## src/design/tps_pkg.sv

```systemverilog
// Shared types, constants and helpers for the tridiagonal Poisson solver.
`default_nettype none
package tps_pkg;

  // Widths fixed by the item fields
  localparam int unsigned DATA_W  = 32;
  localparam int unsigned PIDX_W  = 7;
  // Divider numerator width: magnitude of (sum * 2^24) plus half divisor
  localparam int unsigned DIV_W   = 58;
  localparam int unsigned DIVC_W  = 6;
  localparam int unsigned WIDE_W  = 60;

  localparam logic [DATA_W-1:0] STEP_SQ_RESET = 32'd4294967;
  localparam logic [DATA_W-1:0] TWO_Q24       = 32'h0200_0000;
  localparam logic [DIV_W-1:0]  ONE_SQ_Q48    = 58'h1_0000_0000_0000;

  // Register index of step_squared
  localparam logic CFG_IDX_STEP_SQ = 1'b0;

  typedef enum logic [3:0] {
    ST_IDLE,
    ST_SCALE,
    ST_DIAG_GO,
    ST_DIAG_WAIT,
    ST_RHS_GO,
    ST_RHS_WAIT,
    ST_STORE,
    ST_READ,
    ST_BACK_GO,
    ST_BACK_WAIT,
    ST_EMIT
  } tps_state_t;

  typedef struct packed {
    logic [DATA_W-1:0] value;
    logic              clipped;
  } sat_t;

  // Clip a wide signed value to the signed 32-bit range
  function automatic sat_t sat32(input logic signed [WIDE_W-1:0] v);
    sat_t r;
    if (v > $signed(WIDE_W'(64'sh7FFF_FFFF))) begin
      r.value   = 32'h7FFF_FFFF;
      r.clipped = 1'b1;
    end else if (v < -$signed(WIDE_W'(64'sh8000_0000))) begin
      r.value   = 32'h8000_0000;
      r.clipped = 1'b1;
    end else begin
      r.value   = v[DATA_W-1:0];
      r.clipped = 1'b0;
    end
    return r;
  endfunction

endpackage
`default_nettype wire

```

## src/design/tps_div.sv

```systemverilog
// Radix-2 restoring divider, one quotient bit per cycle.
`default_nettype none
module tps_div (
  input  wire logic                       clk,
  input  wire logic                       rst_n,
  input  wire logic                       start,
  input  wire logic [tps_pkg::DIV_W-1:0]  num,
  input  wire logic [tps_pkg::DATA_W-1:0] den,
  output logic                            done,
  output logic [tps_pkg::DIV_W-1:0]       quo
);
  import tps_pkg::*;

  logic [DATA_W-1:0] rem_r, rem_nxt;
  logic [DIV_W-1:0]  quo_r, quo_nxt;
  logic [DATA_W-1:0] den_r;
  logic [DIVC_W-1:0] cnt_r, cnt_nxt;
  logic              busy_r, busy_nxt;
  logic              done_r, done_nxt;
  logic [DATA_W:0]   trial;
  logic              fits;

  // Shift in next numerator bit, subtract when divisor fits
  assign trial = {rem_r, quo_r[DIV_W-1]};
  assign fits  = trial >= {1'b0, den_r};

  always_comb begin
    rem_nxt  = rem_r;
    quo_nxt  = quo_r;
    cnt_nxt  = cnt_r;
    busy_nxt = busy_r;
    done_nxt = 1'b0;
    if (start) begin
      rem_nxt  = '0;
      quo_nxt  = num;
      cnt_nxt  = '0;
      busy_nxt = 1'b1;
    end else if (busy_r) begin
      rem_nxt = fits ? DATA_W'(trial - {1'b0, den_r}) : trial[DATA_W-1:0];
      quo_nxt = {quo_r[DIV_W-2:0], fits};
      cnt_nxt = cnt_r + 1'b1;
      if (cnt_r == DIVC_W'(DIV_W-1)) begin
        busy_nxt = 1'b0;
        done_nxt = 1'b1;
      end
    end
  end

  always_ff @(posedge clk) begin
    if (!rst_n) begin
      busy_r <= 1'b0;
      done_r <= 1'b0;
      cnt_r  <= '0;
    end else begin
      busy_r <= busy_nxt;
      done_r <= done_nxt;
      cnt_r  <= cnt_nxt;
    end
  end

  always_ff @(posedge clk) begin
    rem_r <= rem_nxt;
    quo_r <= quo_nxt;
    if (start) den_r <= den;
  end

  assign done = done_r;
  assign quo  = quo_r;

endmodule
`default_nettype wire

```

## config.mk

```make
export PLATFORM = sky130hd
export DESIGN_NAME = tps_div
export DESIGN_NICKNAME = d
export VERILOG_FILES = /design/src/design/tps_pkg.sv /design/src/design/tps_div.sv
export SDC_FILE = /design/constraint.sdc
export NUM_CORES = 1
export LEC_CHECK = 0
export ABC_CLOCK_PERIOD_IN_PS = 4830
export BUFFER_PORTS_ARGS = -buffer_cell sky130_fd_sc_hd__buf_2
export CORE_MARGIN = 4
export CORE_UTILIZATION = 53
export DETAILED_ROUTE_END_ITERATION = 7
export GPL_TIMING_DRIVEN = 0
export PLACE_DENSITY = 0.81
export SYNTH_ARGS = -nofsm -noshare
export SYNTH_HDL_FRONTEND = slang
export SYNTH_SLANG_ARGS = --single-unit
```

## constraint.sdc

```tcl
create_clock -name clk -period 4.83 [get_ports clk]
set_input_delay 0.2415 -clock clk [delete_from_list [all_inputs] [get_ports clk]]
set_output_delay 0.2415 -clock clk [all_outputs]
set_load 0.02 [all_outputs]
```

After elaboration in Yosys (flattened, before gate mapping)
Index checks and enable logic that the tools add are counted.
W data, S select, Z words.
{ "op_classes": {"n_eq_ne": 1, "n_reduce_logical": 3, "n_addsub": 2, "n_bitwise": 2, "mux": 7, "magnitude_cmp": 1} }
{ "ops": {"columns": ["operator", "n"], "rows": [
  ["$mux W58", 2],
  ["$ge A33 B32 Y1", 1],
  ["$mux W32", 1],
  ["$sub A32 B32 Y32", 1],
  ["$add A6 B1 Y6 const B", 1],
  ["$eq A6 B6 Y1 const B", 1],
  ["$mux W1", 4],
  ["$reduce_or A3 Y1", 1],
  ["$not A1 Y1", 2],
  ["$reduce_bool A2 Y1", 1],
  ["$reduce_or A2 Y1", 1]
]} }
{ "totals": {"output_inout_bits": 59, "ff_bits": 130, "input_bits": 93} }

Logic depth before layout (Yosys ltp)
Gate-level depths: netlist (run 1).
{ "depth": {"word_depth": 4, "mapped_depth": 12} }

Least setup slack after synthesis (run 1)
OpenSTA, ideal clock, no wires.
{ "synth_timing": {"kind": "register to register", "from": "reg quo_r[57] (netlist: quo[57])", "to": "reg rem_r[22]", "setup_ns": 0.144, "period_less_slack_ns": 2.848, "t_arrival_ns": 2.705, "required_time_ns": 4.686, "path_stages_with_launch": 12, "slack_ns": 1.982, "cell_sequence": "edfxtp_1 > inv_1 > ha_1 > fa_1 > nor2b_1 > o31a_1 > o211a_1 > nor2_1 > o311ai_0 > mux2_2 > o21ai_1 > a311oi_1"} }
{ "synth_between": {"elab_chain_cells": 2, "elab_cells_between_ends": 3, "cone_classes": "1 x add/sub; 1 x order compare; 1 x mux"} }
{ "synth_rtl": {"columns": ["item", "line", "source"], "rows": [
  ["start, declared", "tps_div.sv:15", "logic [DIV_W-1:0] quo_r, quo_nxt;"],
  ["start signal, assigned", "tps_div.sv:63", "quo_r <= quo_nxt;"],
  ["$sub A32 B32 Y32 / $ge A33 B32 Y1 (equally long branches)", "tps_div.sv:39, tps_div.sv:25", null],
  ["$mux W32 *", "tps_div.sv:39", "rem_nxt = fits ? DATA_W'(trial - {1'b0, den_r}) : trial[DATA_W-1:0];"],
  ["end signal, assigned", "tps_div.sv:62", "rem_r <= rem_nxt;"],
  ["end, declared", "tps_div.sv:14", "logic [DATA_W-1:0] rem_r, rem_nxt;"]
]} }
Mark *: on every way between the ends. The rest lies on a longest branch, timed or not.
A chain may end at the register's enable or synchronous reset.

Worst setup path after layout (run 1)
Same ends and word-level chain as after synthesis.

==> run_results.csv, run 1 <==
group,metric,value,unit
placement,gp_congestion,0.923,
drt,via_count,5765,
logic_synthesis,synth.distinct_cells,58,
sta,setup_viol,0,
drt,drtPass1Iterations,4,
sta,post-route-period-util,0.678,
sta,period_needed,3280,ps
drt,antenna_left,0,
cells_and_area,antennaDiodeCount,0,
sta,finClkSkew,9.00,ps
worst_setup_path,regToRegSetupSlack,1550,ps
sta,finalHoldViolations,0,
logic_synthesis,ys_seq_area_frac,0.492,
placement,io_buffer_count,151,
worst_setup_path,worstSetupPathType,"register to register",
die,floorplan.initialDensity,0.539,
clocking,clkSinkCount,130,
grt,grt-ovfl-total,0,
clocking,cts_tree,"built",
grt,grt_pass1_vias,5818,
clocking,clockRootBuffer,"clkbuf_16",
drt,first_iter_violations,298,
grt,grt_max_degree,34,
logic_synthesis,syn_area_per_cell,10.9,sq um
clocking,clkLatencyLatePin,420,ps
clocking,cts_setup_buffers,0,
min_path,hold_path.class,"input pin to register",
logic_synthesis,ys_ff_latch,130,
grt,grt_first_pass_wirelength,28500,um
power_and_ir_drop,cellLeakagePower,3.72,nW
die,rows,42,
sta,rsz0062_at_grt,"no",
die,die_y,124,um
logic_synthesis,synthArstFlopShare,0,
run,maxCapViolations,0,
die,die_x,124,um
worst_setup_path,arrival,3530,ps
power_and_ir_drop,power_density,354,mW/mm^2
power_and_ir_drop,peakVddDrop,0.291,mV
sta,fmax,305,MHz
outcome,outcome,"finished clean",
die,core_area,0.0132,sq mm
die,num_io_pins,152,
logic_synthesis,synth_fp_nets,778,
logic_synthesis,synth_edf_count,90,
worst_setup_path,critPathLaunchType,"register",
cells_and_area,area_growth,26.3,%
clocking,h-tree-depth,4,
drt,vias_per_cell,5.53,
cells_and_area,layout.nets,981,
sta,tns,0,ps
drt,wl_per_cell,17.2,um
placement,dp_hpwl,13000,um
logic_synthesis,synthCells,650,
sta,tightest_slew,1140,ps
clocking,clk_pin_slew,60,ps
sta,timing.slew.headroom,0.234,
sta,drv_slew,0,
logic_synthesis,synth_area,0.00711,sq mm
worst_setup_path,required,5080,ps
clocking,cts.path.max_buffers,2,
cells_and_area,layout-drive-gt1-share,0.305,
worst_setup_path,cp_max_fo,4,
worst_setup_path,end_kind,"register",
die,die_area,0.0153,sq mm
grt,antenna_found_initial,0,
clocking,cts_buffers,17,
logic_synthesis,ys_warn_count,0,
drt,remaining_drc_errors,0,
grt,track_usage,0.240,
drt,totalWireLength,17900,um
power_and_ir_drop,power.total,3.18,mW
logic_synthesis,ys.flop_type,"edfxtp_1",
==> metal layers <==
metal,share of wire,GRT usage,up-vias
li1,-,-,2816
met1,0.41,0.298,2716
met2,0.49,0.389,201
met3,0.079,0.0854,32
met4,0.021,0.0837,0
met5,0,0,-
==> final timing paths <==
kind | startpoint | to | depth (start not counted)
setup / recovery | quo[57] | rem_r[22] | 11
hold / removal | rst_n | busy_r | 2
setup reg to reg | quo[57] | rem_r[22] | 11
hold reg to reg | rem_r[12] | rem_r[12] | 2
==> timing repair <==
action,4_1_cts,5_1_grt
hold buffers,31,1
gates resized for setup,0,0
endpoints found under the hold margin,31,1
==> through the flow <==
stage	cell area (sq um)	utilization	hold slack [ps]	instances	worst slack, ps
after floorplan	7110	-	340	650	1980
after global placement	8090	0.613	419	977	822
after detailed placement	8110	0.615	420	978	1640
after CTS	8980	0.681	0.745	1041	1600
after global routing	8990	0.681	83.1	1042	1330
final	8990	0.681	88.0	1042	1550
==> cells by family (layout without fill, tap and decap cells) <==
family / Yosys count / count (layout) / synth area share
buffers and inverters: 70 / 286 / 0.0403
flip-flops: 130 / 130 / 0.492
AO/OA/AOI/OAI: 153 / 153 / 0.143
adder cells (fa/ha/maj): 35 / 35 / 0.0626
multiplexers: 80 / 80 / 0.123
XOR/XNOR: 26 / 26 / 0.0320
AND/OR/NAND/NOR: 156 / 156 / 0.107
==> layout make-up <==
cell class,instances,area (sq um)
well taps,176,220
plain buffers,33,148
fillers,1028,4200
multi-input cells,450,3320
clock inverters,13,125
repair buffers,184,1100
clock buffers,19,433
flip-flops and latches,130,3500
inverters,37,139
==> Yosys cell counts, types with 11 or more instances <==
cell	instances	area, sq um
clkbuf_1	17	63.8
nand2_1	47	176
o21ai_0	42	210
mux2_2	59	664
dfxtp_1	40	801
nand3_1	12	60.1
xnor2_1	15	131
nor2_1	36	135
nand4_1	15	93.8
edfxtp_1	90	2700
inv_1	37	139
a21oi_1	35	175
o21a_1	12	90.1
mux2i_1	21	210
xor2_1	11	96.3
ha_1	34	425
==> cell usage in the layout (no fill, tap or decap), types with 17 or more instances in the layout <==
master,Yosys,routed
mux2i_1,21,21
buf_2,10,161
ha_1,34,34
nor2_1,36,36
edfxtp_1,90,90
o21ai_0,42,42
clkbuf_16,0,17
nand2_1,47,47
dlygate4sd3_1,0,32
clkbuf_1,17,19
mux2_2,59,59
a21oi_1,35,35
inv_1,37,36
dfxtp_1,40,40
==> where the power goes <==
group          switching (mW)  leakage [nW]  internal (mW)
registers              0.0461          1.22           1.30
clock network           0.505         0.269          0.716
logic                   0.361          2.23          0.257
==> state kept, by name, summed over array words and instances (netlist names) <==
| name | cells |
|---|---|
| busy_r | 1 |
| cnt_r | 6 |
| den_r | 32 |
| done | 1 |
| quo | 58 |
| rem_r | 32 |
==> worst max-delay path: stages (launching register included) <==
cell and delay (ps):
edfxtp_1 350, inv_1 60, ha_1 210, fa_1 420, nor2b_1 170, o31a_1 220
o211a_1 210, nor2_1 100, o311ai_0 680, mux2_2 410, o21ai_1 170, a311oi_1 120
No activity file was read; power rests on OpenSTA's default activity.
==> inputs of run 2 (changes only) <==
--- a/config.mk
+++ b/config.mk
@@ -5,7 +5,7 @@
 export SDC_FILE = /design/constraint.sdc
 export NUM_CORES = 1
 export LEC_CHECK = 0
-export ABC_CLOCK_PERIOD_IN_PS = 4830
+export ABC_CLOCK_PERIOD_IN_PS = 3100
 export BUFFER_PORTS_ARGS = -buffer_cell sky130_fd_sc_hd__buf_2
 export CORE_MARGIN = 4
 export CORE_UTILIZATION = 53
==> constraint.sdc (replaced) <==
create_clock -name clk -period 3.1 [get_ports clk]
set_input_delay 0.155 -clock clk [delete_from_list [all_inputs] [get_ports clk]]
set_output_delay 0.155 -clock clk [all_outputs]
set_load 0.02 [all_outputs]
==> run_results.csv, run 2 (synthesis results as in run 1) <==
group,metric,value,unit
placement,dp_hpwl,13000,um
grt,grtUsageMet2,0.391,
cells_and_area,final_common_cell,"buf_2",
grt,grtUsageMet1,0.299,
cells_and_area,utilization,0.687,
outcome,outcome,"finished clean",
worst_setup_path,required,3410,ps
min_path,hold_path_depth,3,
cells_and_area,area_growth,27.4,%
sta,finClkSkew,9.98,ps
worst_setup_path,arrival,3190,ps
grt,gr-usage-met3,0.0854,
power_and_ir_drop,peakVddDrop,0.452,mV
sta,tightest_slew,1120,ps
sta,finalHoldViolations,0,
min_path,hp-start,"num[0]",
grt,grt_max_degree,34,
cells_and_area,antennaDiodeCount,0,
sta,fmax,348,MHz
placement,gp_congestion,0.923,
cells_and_area,final_cell_mix,"buf_2, edfxtp_1, mux2_2",
clocking,clkLatencyLatePin,420,ps
clocking,cts_buffers,17,
die,die_x,124,um
worst_setup_path,reg2reg_to,"rem_r[22]",
cells_and_area,layout.nets,982,
sta,period_needed,2870,ps
worst_setup_path,critPathLaunchType,"register",
drt,totalWireLength,18100,um
sta,post-route-period-util,0.927,
clocking,clockRootBuffer,"clkbuf_16",
clocking,h-tree-depth,4,
die,floorplan.initialDensity,0.539,
clocking,cts.path.max_buffers,2,
grt,grt_pass1_vias,5838,
clocking,clkSinkCount,130,
grt,grt_first_pass_wirelength,28600,um
min_path,hold_end,"quo[0]",
worst_setup_path,worstSetupPathType,"register to register",
die,die_area,0.0153,sq mm
sta,drv_slew,0,
drt,drtPass1Iterations,5,
die,rows,42,
worst_setup_path,rr_startpoint,"den_r[23]",
cells_and_area,largest_reg_flops,58,
drt,vias_per_cell,5.56,
grt,track_usage,0.241,
sta,timing.slew.headroom,0.246,
clocking,clk_pin_slew,60,ps
placement,io_buffer_count,151,
worst_setup_path,cp_max_fo,10,
run,maxCapViolations,0,
grt,antenna_found_initial,0,
power_and_ir_drop,cellLeakagePower,3.78,nW
drt,via_count,5797,
cells_and_area,stdcell_area,0.00906,sq mm
power_and_ir_drop,power_density,549,mW/mm^2
grt,gr-max-usage-layer,"met2",
worst_setup_path,reg2reg_depth,12,
min_path,hold_path.class,"input pin to register",
sta,rsz0062_at_grt,"no",
cells_and_area,layout-drive-gt1-share,0.313,
drt,first_iter_violations,367,
die,die_y,124,um
clocking,cts_tree,"built",
worst_setup_path,end_kind,"register",
drt,remaining_drc_errors,0,
grt,grt-ovfl-total,0,
drt,antenna_left,0,
sta,setup_viol,0,
die,core_area,0.0132,sq mm
placement,dpl_cell_area,0.00811,sq mm
worst_setup_path,regToRegSetupSlack,230,ps
drt,wl_per_cell,17.3,um
die,num_io_pins,152,
-- run 2: cell types whose count changed in the layout (fill, tap and decap cells not counted), sizes merged --
| cell | delta |
|---|---|
| buf | +2 |
| dlygate4sd3 | +1 |
| clkbuf | -2 |
-- run 2: power by group --
group          internal [mW]  switching [mW]  leakage (nW)
Clock                   1.11           0.785         0.269
Combinational          0.409           0.569          2.29
Sequential              2.02          0.0722          1.22
Total                   3.55            1.43          3.78
-- run 2: worst max path at each step --
stage	startpoint	end	slack, ps
global route	den_r[23]	rem_r[26]	20
CTS	quo[57]	rem_r[22]	60
detailed placement	quo[57]	rem_r[22]	-90
global placement	start	quo[0]	-820
finish	den_r[23]	rem_r[22]	230
floorplan	quo[57]	rem_r[22]	250
-- run 2: critical path, cell delays in order, from the launching register on --
cell and delay (ps):
edfxtp_1 320, inv_1 50, ha_1 260, buf_2 190, nand4_1 240, nor4_4 360
and3_1 210, a211o_1 160, a311oi_4 80, nor2_4 240, clkbuf_4 280, o21ai_1 110
a311oi_1 280
-- run 2: what timing repair did --
item	in CTS	in global routing
hold endpoints to repair	33	0
endpoints found under the setup margin	6	29
pin swaps	1	3
resized for setup	1	9
hold buffers	33	0
buffers inserted	1	2
-- run 2: per-stage QoR --
stage               instances  power, mW  hold slack, ps  setup slack [ps]  TNS (ps)
floorplan                 650       2.75             254               252         0
global placement          977       3.02             332              -822    -47400
detailed placement        978       3.05             333             -94.5      -157
CTS                      1044       4.99            9.45              57.3         0
global route             1043       5.19            15.2              19.5         0
finish                   1043       4.97            32.2               226         0
-- run 2: layout make-up --
class | instances | area (sq um)
Timing Repair Buffer | 188 | 1130
Fill cell | 1012 | 4130
Clock buffer | 19 | 433
Buffer | 30 | 143
Clock inverter | 13 | 125
Inverter | 37 | 139
Tap cell | 176 | 220
Sequential cell | 130 | 3500
Multi-Input combinational cell | 450 | 3370
-- run 2: metal layers --
layer  vias up  share of wire
li1       2826              -
met1      2744           0.41
met2       198           0.49
met3        29          0.076
met4         0          0.020
met5         -              0
==> inputs of run 3 (changes only) <==
--- a/config.mk
+++ b/config.mk
@@ -7,7 +7,7 @@
 export LEC_CHECK = 0
 export ABC_CLOCK_PERIOD_IN_PS = 3100
 export BUFFER_PORTS_ARGS = -buffer_cell sky130_fd_sc_hd__buf_2
-export CORE_MARGIN = 4
+export CORE_MARGIN = 2
 export CORE_UTILIZATION = 53
 export DETAILED_ROUTE_END_ITERATION = 7
 export GPL_TIMING_DRIVEN = 0
==> run_results.csv, run 3 (synthesis results as in run 1) <==
group,metric,value,unit
sta,setup_viol,0,
grt,grt-ovfl-total,0,
drt,wl_per_cell,17.1,um
min_path,hold_path.class,"input pin to register",
clocking,h-tree-depth,4,
sta,period_needed,2940,ps
worst_setup_path,cp_top_family,"compound AO/OA/AOI/OAI gates",
outcome,outcome,"finished clean",
grt,grt_max_degree,46,
worst_setup_path,crit_buf_inv,1,
drt,remaining_drc_errors,0,
power_and_ir_drop,peakVddDrop,0.615,mV
sta,finClkSkew,11.5,ps
drt,first_iter_violations,416,
cells_and_area,multiInputGateArea,0.00336,sq mm
cells_and_area,stdcell_area,0.00905,sq mm
worst_setup_path,worstSetupPathType,"register to register",
worst_setup_path,rr_startpoint,"quo[57]",
clocking,clk_pin_slew,60,ps
drt,vias_per_cell,5.57,
die,floorplan.initialDensity,0.539,
cells_and_area,layout-drive-gt1-share,0.311,
min_path,hold_path_depth,3,
die,die_area,0.0144,sq mm
min_path,hp-start,"num[0]",
power_and_ir_drop,cellLeakagePower,3.74,nW
run,maxCapViolations,0,
sta,finalHoldViolations,0,
drt,antenna_left,0,
placement,io_buffer_count,151,
placement,gp_congestion,0.916,
drt,totalWireLength,17800,um
worst_setup_path,regToRegSetupSlack,160,ps
worst_setup_path,reg2reg_to,"rem_r[22]",
placement,dpl_cell_area,0.00811,sq mm
grt,grt_pass1_vias,5855,
sta,whs,23.5,ps
cells_and_area,antennaDiodeCount,0,
drt,via_count,5814,
clocking,cts_buffers,17,
worst_setup_path,crit_chain,"inv_1 -> ha_1 -> fa_1 -> nor2b_1 -> o31a_1 -> o211a_1 -> nor2_1 -> o311ai_2 -> mux2_2 -> o21ai_1 -> a311oi_1",
worst_setup_path,end_kind,"register",
die,rows,42,
die,die_y,120,um
worst_setup_path,cp_max_fo,4,
sta,timing.slew.headroom,0.208,
cells_and_area,layout.nets,982,
sta,tightest_slew,1180,ps
cells_and_area,final_common_cell,"buf_2",
clocking,clockRootBuffer,"clkbuf_16",
die,core_area,0.0132,sq mm
clocking,cts.path.max_buffers,2,
cells_and_area,area_growth,27.2,%
worst_setup_path,slowest_delay,430,ps
sta,fmax,340,MHz
sta,post-route-period-util,0.950,
grt,antenna_found_initial,0,
clocking,cts_tree,"built",
drt,drtPass1Iterations,4,
min_path,hold_end,"quo[0]",
clocking,clkLatencyLatePin,430,ps
worst_setup_path,slowest_stage,"fa_1",
power_and_ir_drop,power_density,548,mW/mm^2
worst_setup_path,critPathLaunchType,"register",
die,num_io_pins,152,
die,die_x,120,um
cells_and_area,fill_cells,1028,
worst_setup_path,arrival,3210,ps
worst_setup_path,reg2reg_depth,11,
cells_and_area,layout.area.seq,0.00350,sq mm
clocking,clkSinkCount,130,
placement,dp_hpwl,12600,um
cells_and_area,final_cell_mix,"buf_2, edfxtp_1, mux2_2",
cells_and_area,largest_reg_flops,58,
grt,grt_first_pass_wirelength,28100,um
grt,track_usage,0.251,
worst_setup_path,required,3360,ps
sta,drv_slew,0,
==> run 3: metal layers <==
metal / GRT usage / vias up / wire, um
met1: 0.300 / 2777 / 7420
met5: 0 / - / 0
met3: 0.0837 / 31 / 1170
li1: - / 2815 / -
met2: 0.429 / 191 / 8850
met4: 0.0765 / 0 / 352
==> run 3: timing repair <==
item / 4_1_cts / 5_1_grt
hold buffers: 33 / 0
endpoints found under the hold margin: 33 / 0
gates resized for setup: 1 / 7
setup endpoints to repair: 6 / 29
setup buffers: 1 / 2
pin swaps: 1 / 3
==> run 3: how the worst max path moves through the flow <==
stage,depth (start not counted),startpoint,endpoint,slack [ps]
floorplan,11,quo[57],rem_r[22],250
global placement,5,start,quo[56],-790
detailed placement,11,quo[57],rem_r[22],-80
CTS,12,den_r[23],rem_r[25],40
global route,11,quo[57],rem_r[22],-30
finish,11,quo[57],rem_r[22],160
==> run 3: metrics by stage <==
step	utilization	setup WS [ps]	setup TNS, ps	instances	power, mW
4_1_cts	0.683	41.7	0	1044	4.97
3_5_place_dp	0.615	-76.9	-76.9	978	3.05
2_1_floorplan	-	252	0	650	2.75
6_report	0.686	156	0	1043	4.96
5_1_grt	0.686	-29.5	-29.5	1043	5.16
3_3_place_gp	0.613	-790	-45610	977	3.02
==> run 3: worst min-delay path, cell delays in order <==
cell	delay [ps]
buf_2	80
nand2_1	40
o31ai_1	60
==> run 3: layout make-up <==
cell class              instances  share of cell area
clock buffers                  18              0.0474
inverters                      37              0.0153
flip-flops and latches        130               0.387
well taps                     176              0.0243
repair buffers                188               0.125
clock inverters                14              0.0144
multi-input cells             450               0.371
plain buffers                  30              0.0158
==> run 3: power by group <==
part	total [mW]	leakage, nW	internal (mW)	switching [mW]
Clock	1.89	0.261	1.11	0.783
Sequential	2.10	1.22	2.02	0.0759
Combinational	0.973	2.26	0.407	0.565
Total	4.96	3.74	3.54	1.42
